$ cat config.mk
export PLATFORM = sky130hd
export DESIGN_NAME = bounded_sorted_top_list_unit
export DESIGN_NICKNAME = d
export VERILOG_FILES = /design/src/hdl/bstl_pkg.sv /design/src/hdl/bounded_sorted_top_list_unit.sv /design/src/hdl/bstl_ctrl.sv /design/src/hdl/bstl_datapath.sv
export SDC_FILE = /design/constraint.sdc
export NUM_CORES = 1
export LEC_CHECK = 0
export BUFFER_PORTS_ARGS = -buffer_cell sky130_fd_sc_hd__buf_2
export CELL_PAD_IN_SITES_DETAIL_PLACEMENT = 1
export CELL_PAD_IN_SITES_GLOBAL_PLACEMENT = 1
export CORE_MARGIN = 2
export CORE_UTILIZATION = 40
export CTS_CLUSTER_DIAMETER = 150
export DETAILED_ROUTE_END_ITERATION = 12
export PLACE_DENSITY_LB_ADDON = 0.15
export RECOVER_POWER = 25
export SYNTH_ARGS = -nofsm -noshare
export SYNTH_HDL_FRONTEND = slang
export SYNTH_MEMORY_MAX_BITS = 65536
export SYNTH_SLANG_ARGS = --single-unit
$ cat constraint.sdc
create_clock -name clk_i -period 6.2 [get_ports clk_i]
set_input_delay 0.31 -clock clk_i [delete_from_list [all_inputs] [get_ports clk_i]]
set_output_delay 0.31 -clock clk_i [all_outputs]
set_load 0.05 [all_outputs]
$ cat src/hdl/bstl_pkg.sv
// Package for the bounded sorted top list unit: transfer types, sizes,
// codes and the controller/datapath command and status structs.
// No dependencies.
package bstl_pkg;

  // List depth and name length
  localparam int ENTRIES    = 16;
  localparam int NAME_CHARS = 31;
  localparam int NAME_BYTES = 31;
  localparam int NAME_W     = 8 * NAME_BYTES;

  // Index and count widths follow the depth
  localparam int IDX_W = (ENTRIES > 1) ? $clog2(ENTRIES) : 1;
  localparam int CNT_W = $clog2(ENTRIES + 1);

  // Result field widths
  localparam int SLOT_W   = 4;
  localparam int RANK_W   = 5;
  localparam int FILLED_W = 5;

  // Item kinds
  localparam logic KIND_INSERT = 1'b0;
  localparam logic KIND_QUERY  = 1'b1;

  typedef struct packed {
    logic               kind;
    logic signed [31:0] new_score;
    logic [63:0]        name_word0;
    logic [63:0]        name_word1;
    logic [63:0]        name_word2;
    logic [55:0]        name_word3;
    logic [31:0]        stamp;
  } in_item_t;

  typedef struct packed {
    logic                accepted;
    logic [SLOT_W-1:0]   slot;
    logic [RANK_W-1:0]   rank;
    logic [FILLED_W-1:0] filled;
  } out_item_t;

  // One stored record
  typedef struct packed {
    logic signed [31:0] score;
    logic [NAME_W-1:0]  name;
    logic [31:0]        stamp;
  } rec_t;

  typedef enum logic [1:0] {
    ST_IDLE,
    ST_SCAN,
    ST_COMMIT,
    ST_RESP
  } state_e;

  // Controller to datapath
  typedef struct packed {
    logic load;    // capture input item, restart scan
    logic step;    // advance scan index
    logic latch;   // record scan outcome
    logic commit;  // update list, build result
    logic emit;    // move result to output register
  } cmd_t;

  // Datapath to controller
  typedef struct packed {
    logic hit;       // current record matches (never when empty)
    logic scan_end;  // list empty or index at last valid record
    logic out_free;  // output register can take a result this cycle
  } status_t;

endpackage

$ cat src/hdl/bounded_sorted_top_list_unit.sv
// Top level of the bounded sorted top list unit: controller plus datapath.
// Depends on bstl_pkg, bstl_ctrl and bstl_datapath.
//
// Keeps up to ENTRIES records (signed score, 31-byte name, timestamp) in
// descending score order; equal scores keep arrival order. An insert lands
// before the first record with a lower score, dropping the last record when
// the list is full, and is refused when it beats none of a full list. A rank
// query returns the 1-based position of the first equal score, or 0. One item
// is worked on at a time: after the accept cycle the unit compares one stored
// record per cycle through the record table's single read port, stopping at
// the first match or at the last valid record, then updates the list in the
// commit state and loads the output register in the respond state. While the
// previous result is still stalled in the output register, the respond state
// waits until that result transfers. Results sit in an output register, so
// a new item is taken while an earlier result still waits. The list is empty
// after reset.
module bounded_sorted_top_list_unit (
  input  logic                clk_i,
  input  logic                rst_ni,
  input  logic                in_valid_i,
  output logic                in_stall_o,
  input  bstl_pkg::in_item_t  in_item_i,
  output logic                out_valid_o,
  input  logic                out_stall_i,
  output bstl_pkg::out_item_t out_item_o
);
  import bstl_pkg::*;

  cmd_t    cmd;
  status_t status;

  // Sequencer
  bstl_ctrl u_ctrl (
    .clk_i      (clk_i),
    .rst_ni     (rst_ni),
    .in_valid_i (in_valid_i),
    .in_stall_o (in_stall_o),
    .status_i   (status),
    .cmd_o      (cmd)
  );

  // Record table and result path
  bstl_datapath u_datapath (
    .clk_i       (clk_i),
    .rst_ni      (rst_ni),
    .in_item_i   (in_item_i),
    .cmd_i       (cmd),
    .status_o    (status),
    .out_stall_i (out_stall_i),
    .out_valid_o (out_valid_o),
    .out_item_o  (out_item_o)
  );

endmodule

$ cat src/hdl/bstl_ctrl.sv
// Controller for the bounded sorted top list unit: accept, scan, commit,
// respond sequence. Depends on bstl_pkg.
module bstl_ctrl (
  input  logic              clk_i,
  input  logic              rst_ni,
  input  logic              in_valid_i,
  output logic              in_stall_o,
  input  bstl_pkg::status_t status_i,
  output bstl_pkg::cmd_t    cmd_o
);
  import bstl_pkg::*;

  state_e state_q, state_d;

  // State register
  always_ff @(posedge clk_i or negedge rst_ni) begin
    if (!rst_ni) begin
      state_q <= ST_IDLE;
    end else begin
      state_q <= state_d;
    end
  end

  // Next state
  always_comb begin
    state_d = state_q;
    case (state_q)
      ST_IDLE: begin
        if (in_valid_i) state_d = ST_SCAN;
      end
      ST_SCAN: begin
        if (status_i.hit || status_i.scan_end) state_d = ST_COMMIT;
      end
      ST_COMMIT: begin
        state_d = ST_RESP;
      end
      ST_RESP: begin
        if (status_i.out_free) state_d = ST_IDLE;
      end
      default: begin
        state_d = ST_IDLE;
      end
    endcase
  end

  // Outputs
  always_comb begin
    cmd_o      = '0;
    in_stall_o = 1'b1;
    case (state_q)
      ST_IDLE: begin
        in_stall_o = 1'b0;
        cmd_o.load = in_valid_i;
      end
      ST_SCAN: begin
        if (status_i.hit || status_i.scan_end) begin
          cmd_o.latch = 1'b1;
        end else begin
          cmd_o.step = 1'b1;
        end
      end
      ST_COMMIT: begin
        cmd_o.commit = 1'b1;
      end
      ST_RESP: begin
        cmd_o.emit = status_i.out_free;
      end
      default: begin
        cmd_o = '0;
      end
    endcase
  end

endmodule

$ cat src/hdl/bstl_datapath.sv
// Datapath for the bounded sorted top list unit: item register, record
// table with shift-insert, scan compare, result and output registers.
// Depends on bstl_pkg.
module bstl_datapath (
  input  logic                clk_i,
  input  logic                rst_ni,
  input  bstl_pkg::in_item_t  in_item_i,
  input  bstl_pkg::cmd_t      cmd_i,
  output bstl_pkg::status_t   status_o,
  input  logic                out_stall_i,
  output logic                out_valid_o,
  output bstl_pkg::out_item_t out_item_o
);
  import bstl_pkg::*;

  // Keep bytes up to the first zero byte, below NAME_CHARS
  function automatic logic [NAME_W-1:0] clip_name(logic [NAME_W-1:0] raw);
    logic [NAME_W-1:0] res;
    logic              live;
    res  = '0;
    live = 1'b1;
    for (int b = 0; b < NAME_BYTES; b++) begin
      if (b >= NAME_CHARS || raw[b*8 +: 8] == 8'h00) live = 1'b0;
      if (live) res[b*8 +: 8] = raw[b*8 +: 8];
    end
    return res;
  endfunction

  logic               kind_q;
  logic signed [31:0] score_q;
  logic [NAME_W-1:0]  name_q;
  logic [31:0]        stamp_q;

  logic [IDX_W-1:0]   idx_q;
  logic [CNT_W-1:0]   count_q, count_d;
  logic [CNT_W-1:0]   pos_q;
  logic               found_q;

  rec_t               rec_q [ENTRIES];

  out_item_t          res_q, res_d;
  out_item_t          out_q;
  logic               out_valid_q;

  logic               empty, full, cmp, do_write;
  rec_t               rec_cur;
  rec_t               rec_new;

  // Scan compare against the record at the scan index
  assign rec_cur = rec_q[idx_q];
  assign empty   = (count_q == '0);
  assign full    = (count_q == CNT_W'(ENTRIES));
  assign cmp     = (kind_q == KIND_INSERT) ? (score_q > rec_cur.score)
                                           : (score_q == rec_cur.score);

  assign status_o.hit      = !empty && cmp;
  assign status_o.scan_end = empty || ((CNT_W'(idx_q) + CNT_W'(1)) == count_q);
  assign status_o.out_free = !out_valid_q || !out_stall_i;

  // Item register
  always_ff @(posedge clk_i) begin
    if (cmd_i.load) begin
      kind_q  <= in_item_i.kind;
      score_q <= in_item_i.new_score;
      name_q  <= clip_name({in_item_i.name_word3, in_item_i.name_word2,
                            in_item_i.name_word1, in_item_i.name_word0});
      stamp_q <= in_item_i.stamp;
    end
  end

  // Scan index and outcome
  always_ff @(posedge clk_i or negedge rst_ni) begin
    if (!rst_ni) begin
      idx_q   <= '0;
      pos_q   <= '0;
      found_q <= 1'b0;
    end else begin
      if (cmd_i.load) begin
        idx_q <= '0;
      end else if (cmd_i.step) begin
        idx_q <= idx_q + IDX_W'(1);
      end
      if (cmd_i.latch) begin
        found_q <= status_o.hit;
        pos_q   <= status_o.hit ? CNT_W'(idx_q) : count_q;
      end
    end
  end

  // Commit decision and result
  assign do_write = (kind_q == KIND_INSERT) && (found_q || !full);

  always_comb begin
    count_d = count_q;
    if (do_write && !full) count_d = count_q + CNT_W'(1);
    res_d.accepted = (kind_q == KIND_QUERY) || do_write;
    res_d.slot     = do_write ? SLOT_W'(pos_q) : '0;
    res_d.rank     = ((kind_q == KIND_QUERY) && found_q) ?
                     RANK_W'(pos_q + CNT_W'(1)) : '0;
    res_d.filled   = FILLED_W'(count_d);
  end

  always_ff @(posedge clk_i or negedge rst_ni) begin
    if (!rst_ni) begin
      count_q <= '0;
    end else if (cmd_i.commit) begin
      count_q <= count_d;
    end
  end

  always_ff @(posedge clk_i) begin
    if (cmd_i.commit) res_q <= res_d;
  end

  // Record table: records below the insert point move down one place
  assign rec_new.score = score_q;
  assign rec_new.name  = name_q;
  assign rec_new.stamp = stamp_q;

  always_ff @(posedge clk_i) begin
    if (cmd_i.commit && do_write) begin
      for (int i = 0; i < ENTRIES; i++) begin
        if (CNT_W'(i) == pos_q) begin
          rec_q[i] <= rec_new;
        end else if (i > 0 && CNT_W'(i) > pos_q) begin
          rec_q[i] <= rec_q[(i > 0) ? i - 1 : 0];
        end
      end
    end
  end

  // Output register
  always_ff @(posedge clk_i or negedge rst_ni) begin
    if (!rst_ni) begin
      out_valid_q <= 1'b0;
    end else if (cmd_i.emit) begin
      out_valid_q <= 1'b1;
    end else if (!out_stall_i) begin
      out_valid_q <= 1'b0;
    end
  end

  always_ff @(posedge clk_i) begin
    if (cmd_i.emit) out_q <= res_q;
  end

  assign out_valid_o = out_valid_q;
  assign out_item_o  = out_q;

endmodule

==> flow_summary.yaml <==
run_status:
  status: "complete, but fails checks"
  failed_checks: "DRC, capacitance limit, slew limit"
routing:
  wl_per_cell_um: 29.8
  totalWireLength_mm: 87.8
  drt_iter0_drc: 1301
  vias: 17421
  postRouteAntennaNets: 0
  drc: 4
  firstDrtPassIters: 9
  vias_per_cell: 5.92
sta:
  tightest_slew_ns: 3.45
  max_freq_ghz: 0.188
  drv_slew: 137
  setup_viol: 0
  slew_headroom_pct: -130
  hold_viol_final: 0
  setup_tns_ns: 0
  finalCriticalPeriod_ns: 5.31
  rsz0062_at_grt: "false"
  clock-skew-final_ns: 0.0253
  fin_crit_sh_pct: 85.7
place:
  dp_hpwl_mm: 48.6
  place_area_um2: 31200
  dp.cells: 2785
  port_buffers: 53
  place.gp.congestion: 0.761
clocking:
  cts-buffers-inserted: 70
  clk_latency_ns: 0.62
  cts.sinks: 593
  cts_tree: "done"
  clk_pin_slew_ns: 0.05
  clk_path_buf_depth: 3
  htree_num_levels: 3
  cts-root-buf: "clkbuf_16"
  post_cts_resized: 0
layout:
  syn2layout_area_growth_pct: 13.6
  final_common_cell: "edfxtp_1"
  drive_above_1_share_pct: 39.6
  nNetsFinal: 2293
  design_area_um2: 33600
  final_cell_mix: "edfxtp_1, mux2_2, mux2i_1, clkbuf_16, a221oi_1"
  antenna_cells: 0
  layoutNonFillerInstCount: 2944
setup_path:
  cp_max_fo: 32
  cp.required_ns: 6.37
  arrival_ns: 5.48
  end_kind: "flip-flop"
  cp-start-kind: "flip-flop"
  crit_start: "u_ctrl.state_q[0]$_DFFE_PN0P_"
  reg2reg_from: "u_ctrl.state_q[0]$_DFFE_PN0P_"
  crit_type: "reg -> reg"
synth:
  yosysWarningCount: 0
  ys.flop_type: "edfxtp_1"
  yosysSeqAreaShare_pct: 59.9
  syn_area_um2: 29600
  async_flop_share_pct: 3.04
  synth-edff-count: 575
  syn_avg_cell_area_um2: 16.0
  synth_seq_cells: 593
  syn_inst: 1852
  synth.net_count: 2212
  ys_types: 66
floorplan:
  placeableCoreArea_um2: 73100
  initial_core_util_pct: 40.5
  die_area_um2: 76200
  row_count: 99
  die_w_um: 276
  die_height_um: 276
  ioPinCount: 334
worst_hold_path:
  worstHoldPathType: "in -> reg"
  hp-start: "in_valid_i"
global_routing:
  grt_pass1_vias: 18599
  overflow: 0
  grt_max_degree: 54
  grtUsageTotal_pct: 23.1
  grt_pass1_wl_mm: 129
  antenna_found_initial: 0
power:
  vdd_drop_max_uv: 286
  power_density_nw_per_um2: 454
  p_leak_nw: 11.1
run:
  maxCapViolations: 4
path summary, 6_finish.rpt:
path / to / slack [ns] / cells past startpoint
setup / recovery: u_datapath.rec_q[14][280]$_DFFE_PP_ / 0.89 / 6
setup reg to reg: u_datapath.rec_q[14][280]$_DFFE_PP_ / 0.89 / 6
min in group asynchronous: u_datapath.found_q$_DFFE_PN0P_ / 0.46 / 2
hold / removal: u_ctrl.state_q[0]$_DFFE_PN0P_ / 0.23 / 4
hold reg to reg: u_datapath.out_item_o[3]$_DFFE_PP_ / 0.42 / 0
max in group asynchronous: u_datapath.idx_q[0]$_DFFE_PN0P_ / 4.92 / 2
final cells by class:
cell class / count / area [µm²]
Inverter: 21 / 78.8
Fill cell: 7021 / 39500
Timing Repair Buffer: 149 / 1080
Multi-Input combinational cell: 1098 / 11400
Clock buffer: 96 / 1950
Clock inverter: 28 / 170
Sequential cell: 593 / 17700
Tap cell: 959 / 1200
registers in the layout, indices dropped and copies added (netlist names):
name	cells
u_datapath.res_q	15
u_datapath.kind_q	1
u_datapath.idx_q	4
u_datapath.found_q	1
u_ctrl.state_q	2
u_datapath.count_q	5
u_datapath.out_valid_o	1
u_datapath.pos_q	5
u_datapath.score_q	32
u_datapath.rec_q	512
u_datapath.out_item_o	15
synthesized netlist by cell type (9+ instances only):
cell type / number / area, µm²
a21oi_1: 54 / 270
clkbuf_1: 73 / 274
o21ai_0: 37 / 185
a221oi_1: 65 / 569
dfrtp_1: 18 / 450
inv_1: 18 / 67.6
ha_1: 43 / 538
buf_1: 13 / 48.8
nand3_1: 9 / 45.0
nand4_1: 9 / 56.3
edfxtp_1: 575 / 17300
xnor2_1: 16 / 140
nand2_1: 50 / 188
nor2_1: 29 / 109
mux4_2: 64 / 1440
mux2_2: 502 / 5650
buf_2: 47 / 235
mux2i_1: 105 / 1050
o21a_1: 32 / 240
cells by family after synthesis:
group / after synthesis / synth area share [%]
AO/OA/AOI/OAI: 231 / 5.60
XOR/XNOR: 18 / 0.533
adder cells (fa/ha/maj): 43 / 1.82
buffers and inverters: 161 / 2.32
flip-flops: 593 / 59.9
multiplexers: 672 / 27.6
AND/OR/NAND/NOR: 134 / 2.30
layer usage:
| metal | vias up | GRT usage (%) | wire (µm) |
|---|---|---|---|
| li1 | 7566 | - | - |
| met1 | 9270 | 32.3 | 39600 |
| met2 | 446 | 37.7 | 41800 |
| met3 | 139 | 3.40 | 4190 |
| met4 | 0 | 6.38 | 2170 |
| met5 | - | 0 | 0 |
worst max-delay path, cell delays in order (launching register included):
cell and delay [ns]:
dfrtp_1 0.40, inv_1 0.13, ha_1 0.16, clkbuf_1 0.91, nand3_1 0.85, a21oi_4 0.31, clkbuf_1 2.06
power by group:
group | switching [mW] | internal (mW) | leakage (nW) | total [mW]
registers | 0.582 | 5.56 | 5.46 | 6.14
clock network | 1.68 | 2.24 | 1.03 | 3.92
logic | 3.04 | 2.16 | 4.58 | 5.19
repair_timing:
item	in CTS	in global routing
endpoints found under the hold margin	52	0
buffers inserted	0	0
hold buffers	35	0
through the flow:
| stage | hold slack (ns) | total power [mW] | worst slack, ns | util [%] |
|---|---|---|---|---|
| 6_report | 0.234 | 15.3 | 0.886 | 46.0 |
| 5_1_grt | 0.253 | 16.0 | 0.553 | 46.0 |
| 3_3_place_gp | 0.294 | 11.3 | 1.30 | 42.7 |
| 4_1_cts | 0.187 | 15.4 | 1.18 | 46.1 |
| 2_1_floorplan | 0.0144 | 9.52 | 1.43 | - |
| 3_5_place_dp | 0.296 | 11.4 | 1.19 | 42.7 |
No activity file was read; power rests on OpenSTA's default activity.
